### src/rtl/core/cbd_pkg.sv
`timescale 1ns / 1ps
// ----------------------------------------------------------------------------
// cbd_pkg: shared types and constants of the Caesar/Base64 stream decoder
// Payload structs for both channels, the group entry that crosses the queue,
// register map and sextet helpers.
// ----------------------------------------------------------------------------
package cbd_pkg;

  // Input word: one obfuscated character
  typedef struct packed {
    logic [7:0] sym;
    logic       sym_last;
  } sym_item_t;

  // Output word: one decoded byte
  typedef struct packed {
    logic [7:0] data_byte;
    logic       byte_last;
  } byte_item_t;

  // One decoded group waiting for the byte serializer
  typedef struct packed {
    logic [23:0] word;
    logic [1:0]  cnt;   // bytes to send, 1..3
    logic        last;  // group closes the string
  } group_t;

  // Queue status seen by both sides
  typedef struct packed {
    logic full;
    logic empty;
  } q_status_t;

  // Configuration port
  localparam int unsigned CFG_ADDR_W     = 3;
  localparam int unsigned CFG_DATA_W     = 32;
  localparam logic [CFG_ADDR_W-1:0] CFG_ADDR_SHIFT = 3'h0;
  localparam logic [4:0]  SHIFT_RESET    = 5'd3;

  // Alphabet sizes
  localparam logic [5:0]  LETTER_COUNT   = 6'd26;
  localparam logic [4:0]  DIGIT_COUNT    = 5'd10;

  // Sextet encoding: bit 6 marks padding, bits 5..0 hold the value
  localparam logic [6:0]  PAD_SEXTET     = 7'h40;
  localparam logic [5:0]  DIGIT_BASE     = 6'd52;
  localparam logic [5:0]  LOWER_BASE     = 6'd26;
  localparam logic [5:0]  PLUS_VALUE     = 6'd62;
  localparam logic [5:0]  SLASH_VALUE    = 6'd63;

  // Byte positions inside a group
  localparam logic [1:0]  BYTE_HI        = 2'd0;
  localparam logic [1:0]  BYTE_MID       = 2'd1;
  localparam logic [1:0]  BYTE_LO        = 2'd2;

  // Value bits of a sextet; padding gives zero
  function automatic logic [5:0] sextet_bits(input logic [6:0] sx);
    sextet_bits = sx[6] ? 6'd0 : sx[5:0];
  endfunction

endpackage

### src/rtl/core/caesar_base64_stream_decoder_unit.sv
`timescale 1ns / 1ps
// ----------------------------------------------------------------------------
// caesar_base64_stream_decoder_unit: Caesar-unshift plus Base64 decoder
// Order: the group closed by a character is written into the queue; its bytes
//   then pass through the output register one per cycle while out_stall is low.
// Throughput: one character per cycle in while the queue is not full, one byte
//   per cycle out while out_stall is low, set by the serializer's output register.
// Reset: group position and queue cleared, caesar_shift set to 3; no
//   clearing pass, the sextet store is written before it is read.
// ----------------------------------------------------------------------------
module caesar_base64_stream_decoder_unit #(
  parameter int unsigned QUEUE_DEPTH = 4
) (
  input  logic                              clk,
  input  logic                              rst_n,
  // Character input
  input  logic                              in_valid,
  output logic                              in_stall,
  input  cbd_pkg::sym_item_t                in_data,
  // Byte output
  output logic                              out_valid,
  input  logic                              out_stall,
  output cbd_pkg::byte_item_t               out_data,
  // Configuration
  input  logic                              psel,
  input  logic                              penable,
  input  logic                              pwrite,
  input  logic [cbd_pkg::CFG_ADDR_W-1:0]    paddr,
  input  logic [cbd_pkg::CFG_DATA_W-1:0]    pwdata,
  output logic [cbd_pkg::CFG_DATA_W-1:0]    prdata,
  output logic                              pready
);
  import cbd_pkg::*;

  logic [4:0] shift_r, shift_nxt;
  logic       push, pop;
  group_t     push_data, head;
  q_status_t  q_stat;

  // Configuration register
  assign pready = 1'b1;
  always_comb begin
    shift_nxt = shift_r;
    if (psel && penable && pwrite && (paddr == CFG_ADDR_SHIFT)) begin
      shift_nxt = pwdata[4:0];
    end
  end

  always_ff @(posedge clk) begin
    if (!rst_n) begin
      shift_r <= SHIFT_RESET;
    end else begin
      shift_r <= shift_nxt;
    end
  end

  assign prdata = (paddr == CFG_ADDR_SHIFT) ? {{(CFG_DATA_W - 5){1'b0}}, shift_r} : '0;

  // Classify and assemble groups
  cbd_front u_front (
    .clk          (clk),
    .rst_n        (rst_n),
    .caesar_shift (shift_r),
    .in_valid     (in_valid),
    .in_stall     (in_stall),
    .in_data      (in_data),
    .q_stat       (q_stat),
    .push         (push),
    .push_data    (push_data)
  );

  // Decouple front and back
  cbd_queue #(
    .DEPTH (QUEUE_DEPTH)
  ) u_queue (
    .clk       (clk),
    .rst_n     (rst_n),
    .push      (push),
    .push_data (push_data),
    .pop       (pop),
    .head      (head),
    .q_stat    (q_stat)
  );

  // Serialize bytes
  cbd_back u_back (
    .clk       (clk),
    .rst_n     (rst_n),
    .head      (head),
    .q_stat    (q_stat),
    .pop       (pop),
    .out_valid (out_valid),
    .out_stall (out_stall),
    .out_data  (out_data)
  );

endmodule

### src/rtl/core/cbd_front.sv
`timescale 1ns / 1ps
// ----------------------------------------------------------------------------
// cbd_front: character classifier and group assembler
// Removes the Caesar shift, maps the character to a Base64 sextet and
// collects sextets into groups; a finished group is pushed to the queue.
// ----------------------------------------------------------------------------
module cbd_front (
  input  logic                  clk,
  input  logic                  rst_n,
  input  logic [4:0]            caesar_shift,
  input  logic                  in_valid,
  output logic                  in_stall,
  input  cbd_pkg::sym_item_t    in_data,
  input  cbd_pkg::q_status_t    q_stat,
  output logic                  push,
  output cbd_pkg::group_t       push_data
);
  import cbd_pkg::*;

  logic [1:0] pos_r, pos_nxt;
  logic [6:0] store_r [0:2];

  logic       accept;
  logic       complete;
  logic [7:0] c;
  logic       is_upper, is_lower, is_digit;
  logic [4:0] s26;
  logic [3:0] s10;
  logic [7:0] upper_off, lower_off, digit_off;
  logic [4:0] letter;
  logic [5:0] letter_un;
  logic [3:0] digit;
  logic [4:0] digit_un;
  logic [6:0] sx;
  logic [6:0] c1, c2, c3, c4;

  // Stall only on a full queue
  assign in_stall = q_stat.full;
  assign accept   = in_valid && !q_stat.full;
  assign c        = in_data.sym;

  // Reduce the shift for letters and digits
  always_comb begin
    s26 = (caesar_shift >= LETTER_COUNT[4:0]) ? caesar_shift - LETTER_COUNT[4:0]
                                              : caesar_shift;
    priority if (caesar_shift >= 5'd30) begin
      s10 = 4'(caesar_shift - 5'd30);
    end else if (caesar_shift >= 5'd20) begin
      s10 = 4'(caesar_shift - 5'd20);
    end else if (caesar_shift >= DIGIT_COUNT) begin
      s10 = 4'(caesar_shift - DIGIT_COUNT);
    end else begin
      s10 = caesar_shift[3:0];
    end
  end

  // Classify and unshift the character
  always_comb begin
    is_upper  = (c >= 8'h41) && (c <= 8'h5A);
    is_lower  = (c >= 8'h61) && (c <= 8'h7A);
    is_digit  = (c >= 8'h30) && (c <= 8'h39);
    upper_off = c - 8'h41;
    lower_off = c - 8'h61;
    digit_off = c - 8'h30;
    letter    = is_upper ? upper_off[4:0] : lower_off[4:0];
    letter_un = (letter >= s26) ? {1'b0, letter} - {1'b0, s26}
                                : {1'b0, letter} + (LETTER_COUNT - {1'b0, s26});
    digit     = digit_off[3:0];
    digit_un  = (digit >= s10) ? {1'b0, digit} - {1'b0, s10}
                               : {1'b0, digit} + (DIGIT_COUNT - {1'b0, s10});
    priority if (is_upper) begin
      sx = {1'b0, letter_un};
    end else if (is_lower) begin
      sx = {1'b0, letter_un + LOWER_BASE};
    end else if (is_digit) begin
      sx = {1'b0, {1'b0, digit_un} + DIGIT_BASE};
    end else if (c == 8'h2B) begin
      sx = {1'b0, PLUS_VALUE};
    end else if (c == 8'h2F) begin
      sx = {1'b0, SLASH_VALUE};
    end else begin
      sx = PAD_SEXTET;
    end
  end

  // Assemble the group from the store and the current sextet
  always_comb begin
    c1 = PAD_SEXTET;
    c2 = PAD_SEXTET;
    c3 = PAD_SEXTET;
    c4 = PAD_SEXTET;
    unique case (pos_r)
      2'd0: begin
        c1 = sx;
      end
      2'd1: begin
        c1 = store_r[0];
        c2 = sx;
      end
      2'd2: begin
        c1 = store_r[0];
        c2 = store_r[1];
        c3 = sx;
      end
      default: begin
        c1 = store_r[0];
        c2 = store_r[1];
        c3 = store_r[2];
        c4 = sx;
      end
    endcase
    push_data.word = {sextet_bits(c1), sextet_bits(c2), sextet_bits(c3), sextet_bits(c4)};
    priority if (c3[6] && c4[6]) begin
      push_data.cnt = 2'd1;
    end else if (c4[6]) begin
      push_data.cnt = 2'd2;
    end else begin
      push_data.cnt = 2'd3;
    end
    push_data.last = in_data.sym_last;
  end

  // Close the group on the fourth sextet or the end mark
  assign complete = (pos_r == 2'd3) || in_data.sym_last;
  assign push     = accept && complete;

  always_comb begin
    pos_nxt = pos_r;
    if (accept) begin
      pos_nxt = complete ? 2'd0 : pos_r + 2'd1;
    end
  end

  // Advance the group position
  always_ff @(posedge clk) begin
    if (!rst_n) begin
      pos_r <= 2'd0;
    end else begin
      pos_r <= pos_nxt;
    end
  end

  // Hold sextets of the open group
  always_ff @(posedge clk) begin
    if (accept && !complete) begin
      store_r[pos_r] <= sx;
    end
  end

  a_last_closes_group : assert property (@(posedge clk) disable iff (!rst_n)
    (accept && in_data.sym_last) |=> (pos_r == 2'd0))
    else $error("group position not cleared after end mark");

endmodule

### src/rtl/core/cbd_queue.sv
`timescale 1ns / 1ps
// ----------------------------------------------------------------------------
// cbd_queue: group queue between assembler and serializer
// Small circular buffer of decoded groups so front and back stall apart.
// ----------------------------------------------------------------------------
module cbd_queue #(
  parameter int unsigned DEPTH = 4
) (
  input  logic               clk,
  input  logic               rst_n,
  input  logic               push,
  input  cbd_pkg::group_t    push_data,
  input  logic               pop,
  output cbd_pkg::group_t    head,
  output cbd_pkg::q_status_t q_stat
);
  import cbd_pkg::*;

  localparam int unsigned PTR_W = (DEPTH > 1) ? $clog2(DEPTH) : 1;
  localparam int unsigned CNT_W = $clog2(DEPTH + 1);

  group_t           mem [DEPTH];
  logic [PTR_W-1:0] wr_ptr_r, wr_ptr_nxt;
  logic [PTR_W-1:0] rd_ptr_r, rd_ptr_nxt;
  logic [CNT_W-1:0] cnt_r, cnt_nxt;

  assign q_stat.full  = (cnt_r == CNT_W'(DEPTH));
  assign q_stat.empty = (cnt_r == '0);
  assign head         = mem[rd_ptr_r];

  // Advance pointers and fill count
  always_comb begin
    wr_ptr_nxt = wr_ptr_r;
    rd_ptr_nxt = rd_ptr_r;
    cnt_nxt    = cnt_r;
    if (push) begin
      wr_ptr_nxt = (wr_ptr_r == PTR_W'(DEPTH - 1)) ? '0 : wr_ptr_r + 1'b1;
    end
    if (pop) begin
      rd_ptr_nxt = (rd_ptr_r == PTR_W'(DEPTH - 1)) ? '0 : rd_ptr_r + 1'b1;
    end
    unique case ({push, pop})
      2'b10:   cnt_nxt = cnt_r + 1'b1;
      2'b01:   cnt_nxt = cnt_r - 1'b1;
      default: cnt_nxt = cnt_r;
    endcase
  end

  always_ff @(posedge clk) begin
    if (!rst_n) begin
      wr_ptr_r <= '0;
      rd_ptr_r <= '0;
      cnt_r    <= '0;
    end else begin
      wr_ptr_r <= wr_ptr_nxt;
      rd_ptr_r <= rd_ptr_nxt;
      cnt_r    <= cnt_nxt;
    end
  end

  // Store pushed groups
  always_ff @(posedge clk) begin
    if (push) begin
      mem[wr_ptr_r] <= push_data;
    end
  end

  a_no_push_full : assert property (@(posedge clk) disable iff (!rst_n)
    !(push && q_stat.full))
    else $error("group pushed into a full queue");

  a_no_pop_empty : assert property (@(posedge clk) disable iff (!rst_n)
    !(pop && q_stat.empty))
    else $error("group popped from an empty queue");

endmodule

### src/rtl/core/cbd_back.sv
`timescale 1ns / 1ps
// ----------------------------------------------------------------------------
// cbd_back: byte serializer
// Sends the bytes of the queue head one per cycle through an output register
// while the output is not stalled, and pops the group as its last byte is loaded.
// ----------------------------------------------------------------------------
module cbd_back (
  input  logic                 clk,
  input  logic                 rst_n,
  input  cbd_pkg::group_t      head,
  input  cbd_pkg::q_status_t   q_stat,
  output logic                 pop,
  output logic                 out_valid,
  input  logic                 out_stall,
  output cbd_pkg::byte_item_t  out_data
);
  import cbd_pkg::*;

  logic [1:0] k_r, k_nxt;
  logic       out_valid_r, out_valid_nxt;
  byte_item_t out_data_r, out_data_nxt;
  logic       load;
  logic       final_byte;

  assign out_valid  = out_valid_r;
  assign out_data   = out_data_r;
  assign load       = !out_valid_r || !out_stall;
  assign final_byte = (k_r == head.cnt - 2'd1);
  assign pop        = load && !q_stat.empty && final_byte;

  // Select the next byte and step through the group
  always_comb begin
    k_nxt         = k_r;
    out_valid_nxt = out_valid_r;
    out_data_nxt  = out_data_r;
    if (load) begin
      out_valid_nxt = !q_stat.empty;
      if (!q_stat.empty) begin
        unique case (k_r)
          BYTE_HI:  out_data_nxt.data_byte = head.word[23:16];
          BYTE_MID: out_data_nxt.data_byte = head.word[15:8];
          default:  out_data_nxt.data_byte = head.word[7:0];
        endcase
        out_data_nxt.byte_last = head.last && final_byte;
        k_nxt = final_byte ? BYTE_HI : k_r + 2'd1;
      end
    end
  end

  always_ff @(posedge clk) begin
    if (!rst_n) begin
      k_r         <= BYTE_HI;
      out_valid_r <= 1'b0;
    end else begin
      k_r         <= k_nxt;
      out_valid_r <= out_valid_nxt;
    end
  end

  // Hold the payload while stalled
  always_ff @(posedge clk) begin
    out_data_r <= out_data_nxt;
  end

  a_byte_index_range : assert property (@(posedge clk) disable iff (!rst_n)
    (k_r != 2'd3) && (q_stat.empty || (k_r < head.cnt)))
    else $error("byte index beyond group size");

endmodule
### config.mk
export PLATFORM = sky130hd
export DESIGN_NAME = caesar_base64_stream_decoder_unit
export DESIGN_NICKNAME = d
export VERILOG_FILES = /design/src/rtl/core/cbd_pkg.sv /design/src/rtl/core/caesar_base64_stream_decoder_unit.sv /design/src/rtl/core/cbd_front.sv /design/src/rtl/core/cbd_queue.sv /design/src/rtl/core/cbd_back.sv
export SDC_FILE = /design/constraint.sdc
export NUM_CORES = 1
export LEC_CHECK = 0
export ABC_AREA = 0
export BUFFER_PORTS_ARGS = -buffer_cell sky130_fd_sc_hd__buf_2
export CORE_MARGIN = 4
export CORE_UTILIZATION = 34
export DETAILED_ROUTE_END_ITERATION = 12
export GPL_TIMING_DRIVEN = 1
export SLEW_MARGIN = 20
export SYNTH_ARGS = -nofsm -noshare
export SYNTH_HDL_FRONTEND = slang
export SYNTH_SLANG_ARGS = --single-unit
### constraint.sdc
create_clock -name clk -period 4.4 [get_ports clk]
set_clock_uncertainty 0.2 [all_clocks]
set_input_delay 0.66 -clock clk [delete_from_list [all_inputs] [get_ports clk]]
set_output_delay 0.66 -clock clk [all_outputs]
set_load 0.1 [all_outputs]
**Word level (Yosys, flattened, before mapping)**

Memories as Yosys holds them, arrays and structs flattened. A register that Yosys moved wholly into a read port is not among the register bits.
Index checks and enable logic that the tools add are counted.

- Bits in writable memories: 129
- Word-level logic and storage cells: 121
- Output and inout bits: 44
- Register bits after elaboration: 26
- Memories kept: 2

- Mux-type cells: 35
- Bitwise operators: 1
- Order comparisons: 12
- Add/subtract/negate cells: 22
- Reductions and logical operators: 28
- Eq/ne operators: 12

Memories:

| name | depth | bits a word | rd ports | clocked after Yosys merged registers in | wr ports | RTL line | source |
|---|---|---|---|---|---|---|---|
| u_queue.mem | 4 | 27 | 1 | 1 | 1 | cbd_queue.sv:22 | `group_t mem [DEPTH];` |
| u_front.store_r | 3 | 7 | 3 | 0 | 1 | cbd_front.sv:21 | `logic [6:0] store_r [0:2];` |

Operator list:

| operator | number |
|---|---|
| $mux 7 | 7 |
| $mux 6 | 5 |
| $pmux 7 s2 | 2 |
| $mux 5 | 4 |
| $eq 8x6->1 const B | 2 |
| $ge 8x7->1 const B | 2 |
| $le 8x7->1 const B | 2 |
| $pmux 8 s2 | 1 |
| $ge 5x5->1 const B | 3 |
| $mux 2 | 7 |
| $logic_and 1x1->1 | 13 |
| $mux 4 | 3 |
| $eq 2x2->1 const B | 5 |
| $sub 5x1->5 const B | 2 |
| $add 2x1->2 const B | 4 |
| $ge 8x6->1 const B | 1 |
| $le 8x6->1 const B | 1 |
| $sub 4x4->4 const B | 2 |
| $add 5x6->6 | 1 |
| $add 5x6->6 const B | 1 |
| $add 6x5->6 const B | 1 |
| $eq 2x1->1 const B | 3 |
| $logic_not 3->1 | 2 |
| $pmux 3 s2 | 1 |
| other kinds (25) | 35 |

**Logic depth before layout (Yosys ltp)**

- Depth after elaboration: 14
- Gate-level depth with buffers: 23

**Modules after synthesis**

From an unflattened synthesis, not the netlist that was laid out.

- Cell total of the unflattened synthesis: 625
- Area, all modules: 8401.8 µm²

By module, submodules not included:

| module | times used | cells each | area each (µm²) |
|---|---|---|---|
| cbd_queue | 1 | 188 | 4408.0 |
| cbd_front | 1 | 319 | 2914.0 |
| cbd_back | 1 | 58 | 601.8 |
| caesar_base64_stream_decoder_unit | 1 | 60 | 478.0 |

**Least setup slack after synthesis**

No wires, ideal clock.

- Kind: reg2reg
- Start point: register shift_r[1]
- End point: memory u_queue.mem[0][20] (netlist name), data pin
- Clock period less this slack: 4.762 ns
- Stages on the path, launching flop included: 19
- Setup slack: -0.362 ns
- Buffers on the path: 0
- Arrival time: 4.400 ns
- Setup time: 0.162 ns
- Cell sequence: dfxtp_1 inv_1 ha_1 inv_1 a21o_1 and3_1 nand2_1 o21ai_0 ha_1 fa_1 o311a_4 or3_2 and2_1 ha_1 or3_1 o22a_1 or4_4 a41o_1 a21oi_2

RTL lines:

| element | RTL line | source |
|---|---|---|
| start, declared | caesar_base64_stream_decoder_unit.sv:35 | `logic [4:0] shift_r, shift_nxt;` |
| start signal, assigned | caesar_base64_stream_decoder_unit.sv:53 | `shift_r <= shift_nxt;` |
| end, declared | cbd_queue.sv:22 |  |

==> flow_summary.toml <==
[outcome]
status = "complete, but fails checks"
violations = "negative setup slack"

[logic_synthesis]
synth_top_cell_by_area = "edfxtp_1"
synth_seq_cells = 157
synth_seq_area_share_pct = 55.4
synth_xor_area_share_pct = 1.71
synthMuxAreaShare_pct = 8.30
syn_avg_cell_area_um2 = 13.1
synth_top_area_share_pct = 50.7
synth_ff_type = "edfxtp_1"
synth_area_leaders = "edfxtp_1 51%, mux4_2 7.4%, ha_1 7.0%, dfxtp_1 4.7%, buf_4 2.7%"
syn_inst = 624
synth_cell_types = 67
syn_area_mm2 = 0.00817
yosys_warnings = 0
synth_compound_area_share_pct = 10.2
synth-edff-count = 138
yosys.area_share.simple_pct = 9.98
synth_adder_area_share_pct = 8.51
synth_top_family_by_area = "compound AO/OA/AOI/OAI gates"
async_flop_share_pct = 0

[floorplanning]
die-area_mm2 = 0.0266
io_pins = 95
start_util_pct = 34.7
rows = 56
fp.dieH_um = 163
core-area_mm2 = 0.0235
die_w_um = 163

[cells_and_area]
drive_above_1_share_pct = 35.9
finalInstanceArea_mm2 = 0.0104
finalNetCount = 858
regArea_mm2 = 0.00453
syn2layout_area_growth_pct = 27.7
diodes = 0
fillers = 2149
multiInputGateArea_mm2 = 0.00376

[drt]
first_pass_iters = 5
ant_nets = 0
wire_per_inst_um = 15.7
drt_iter0_drc = 288
vias = 5172
routed_wl_um = 17000
drcViolationCount = 0
via_per_inst = 4.76

[placed_design]
gp_congestion = 0.799
io_buffers = 39
placed_area_mm2 = 0.00921
dp_hpwl_um = 11900

[sta]
post-route-period-util_pct = 103
setup_tns_ns = -0.935
maxSlewHeadroom_pct = 48.5
finalSetupViolCount = 16
finalHoldViolations = 0
rsz0062_at_grt = "yes"
maxSlewViolCount = 0
worst_pin_slew_ns = 0.773
finalWorstSetupSlack_ns = -0.119
max_freq_mhz = 221
finalCriticalPeriod_ns = 4.52

[cts]
tritoncts = "yes"
cts-root-buf = "clkbuf_16"
clockBufferDepth = 2
clock_latency_ns = 0.42
clkTransAtPathRegs_ns = 0.07
cts_buffers = 17
hold_buffers = 0
cts_sinks = 157
h-tree-depth = 4

[grt]
grt_pass1_vias = 5157
track_usage_pct = 13.1
grt_antenna_before_repair = 0
grt_pass1_wl_um = 27200
grt_overflow_total = 0
grt_start_max_net_pins = 28

[critical_path]
critPathArrivalTime_ns = 4.57
crit_type = "reg -> reg"
crit_required_ns = 4.45
cp-end-kind = "flip-flop"
cp_max_fo = 4
critPathLaunchType = "flip-flop"

[job]
drv_cap = 0

[pwr]
power_density_mw_per_mm2 = 462
leakage_nw = 3.92
ir_drop_uv = 282

[hold_path]
hp-class = "in -> reg"
[cells by family after synthesis]
family	count (synthesis)
flops	157
simple gates	152
compound gates	113
buf+inv	98
fa+ha+maj	52
mux	34
xor+xnor	16
other cells	2
[report_power, final]
| part | total, mW | switching (mW) | internal (mW) |
|---|---|---|---|
| Clock | 1.54 | 0.630 | 0.914 |
| Combinational | 1.47 | 0.976 | 0.493 |
| Sequential | 1.81 | 0.0468 | 1.76 |
[synth_stat cells, drive strengths merged, types with 10 or more instances]
cell    number
edfxtp     138
xnor2       10
nand2       30
clkbuf      10
nor2        26
dfxtp       19
o21ai       19
nor3        11
inv         54
and2        15
buf         34
a21oi       17
ha          46
nor2b       23
mux4        27
[timing repair]
| item | in CTS | in global routing |
|---|---|---|
| gates resized for setup | 37 | 66 |
| buffers inserted | 6 | 16 |
| pin swaps | 17 | 29 |
| setup endpoints to repair | 54 | 54 |
| gates cloned | 0 | 0 |
[worst paths after layout]
path | start | end | slack (ns) | cells past startpoint
worst min register to register | u_back.out_valid$_SDFFE_PN0N_ | u_back.out_valid$_SDFFE_PN0N_ | 0.28 | 2
worst min-delay path | pwdata[1] | shift_r[1]$_SDFFE_PN1P_ | 0.27 | 3
worst max register to register | shift_r[2]$_SDFFE_PN0P_ | u_queue.mem[3][20]$_DFFE_PP_ | -0.12 | 19
worst max-delay path | shift_r[2]$_SDFFE_PN0P_ | u_queue.mem[3][20]$_DFFE_PP_ | -0.12 | 19
[through the flow]
stage / hold WS, ns / utilization (%) / setup WS [ns] / power [mW] / instances
floorplan: 0.267 / - / 0.0179 / 2.93 / 650
finish: 0.265 / 44.3 / -0.119 / 4.82 / 1087
global placement: 0.263 / 39.1 / -0.341 / 3.23 / 1036
CTS: 0.250 / 42.5 / -0.0766 / 4.80 / 1074
detailed placement: 0.279 / 39.1 / -0.364 / 3.24 / 1036
global route: 0.257 / 44.3 / -0.257 / 5.06 / 1087
[worst max-delay path: stages, from the launching register on]
cell     delay [ns]
dfxtp_4        0.35
inv_4          0.08
ha_4           0.15
inv_4          0.03
a21o_1         0.16
and3_4         0.21
nand2_1        0.06
o21ai_1        0.06
ha_2           0.20
fa_2           0.41
a21o_1         0.19
o311a_4        0.13
or3_4          0.34
and2_4         0.18
ha_4           0.15
or3_1          0.34
o22a_1         0.20
or4_4          0.42
a41o_1         0.31
a21oi_4        0.19
[per-layer routing]
layer  global-route usage [%]  part of all wire, %  vias up
li1                         -                    -     2539
met1                     17.0                   44     2532
met2                     22.5                   52       93
met3                     2.62                  3.0        8
met4                     3.55                 0.65        0
met5                        0                    0        -
[layout by cell type (no fill, tap or decap), types with 5 or more instances in the layout]
cell / instances
xnor2_1: 7
buf_2: 39
a21oi_1: 12
o21ai_0: 11
dfxtp_1: 16
nor3_1: 9
a221o_1: 9
ha_4: 8
clkbuf_16: 17
mux4_2: 27
nor2_1: 22
nor2b_1: 18
inv_1: 46
nand2_2: 5
xor2_1: 5
mux2i_1: 6
a22oi_1: 5
buf_4: 86
o21ai_1: 6
buf_6: 5
a21boi_0: 8
conb_1: 28
and2_1: 9
edfxtp_1: 138
nand2_1: 24
and3_1: 6
nand3_1: 7
a21o_1: 6
ha_1: 35
inv_4: 5
[area by class of cell]
| class | count | share of cell area [%] |
|---|---|---|
| Inverter | 54 | 2.06 |
| Timing Repair Buffer | 130 | 8.60 |
| Tap cell | 319 | 3.83 |
| Sequential cell | 157 | 43.5 |
| Clock buffer | 17 | 4.08 |
| Clock inverter | 15 | 1.94 |
| Multi-Input combinational cell | 395 | 36.0 |
[registers in the layout (all words and copies together), names as in the netlist, named ones only]
| register | flops |
|---|---|
| u_back.out_valid | 1 |
| u_back.out_data | 9 |
| u_back.k_r | 2 |
| u_front.pos_r | 2 |
| u_queue.cnt_r | 3 |
| u_queue.wr_ptr_r | 2 |
| u_front.store_r | 21 |
| u_queue.mem | 108 |
| shift_r | 5 |
| u_queue.rd_ptr_r | 2 |
Power figures use the tool's default switching activity.
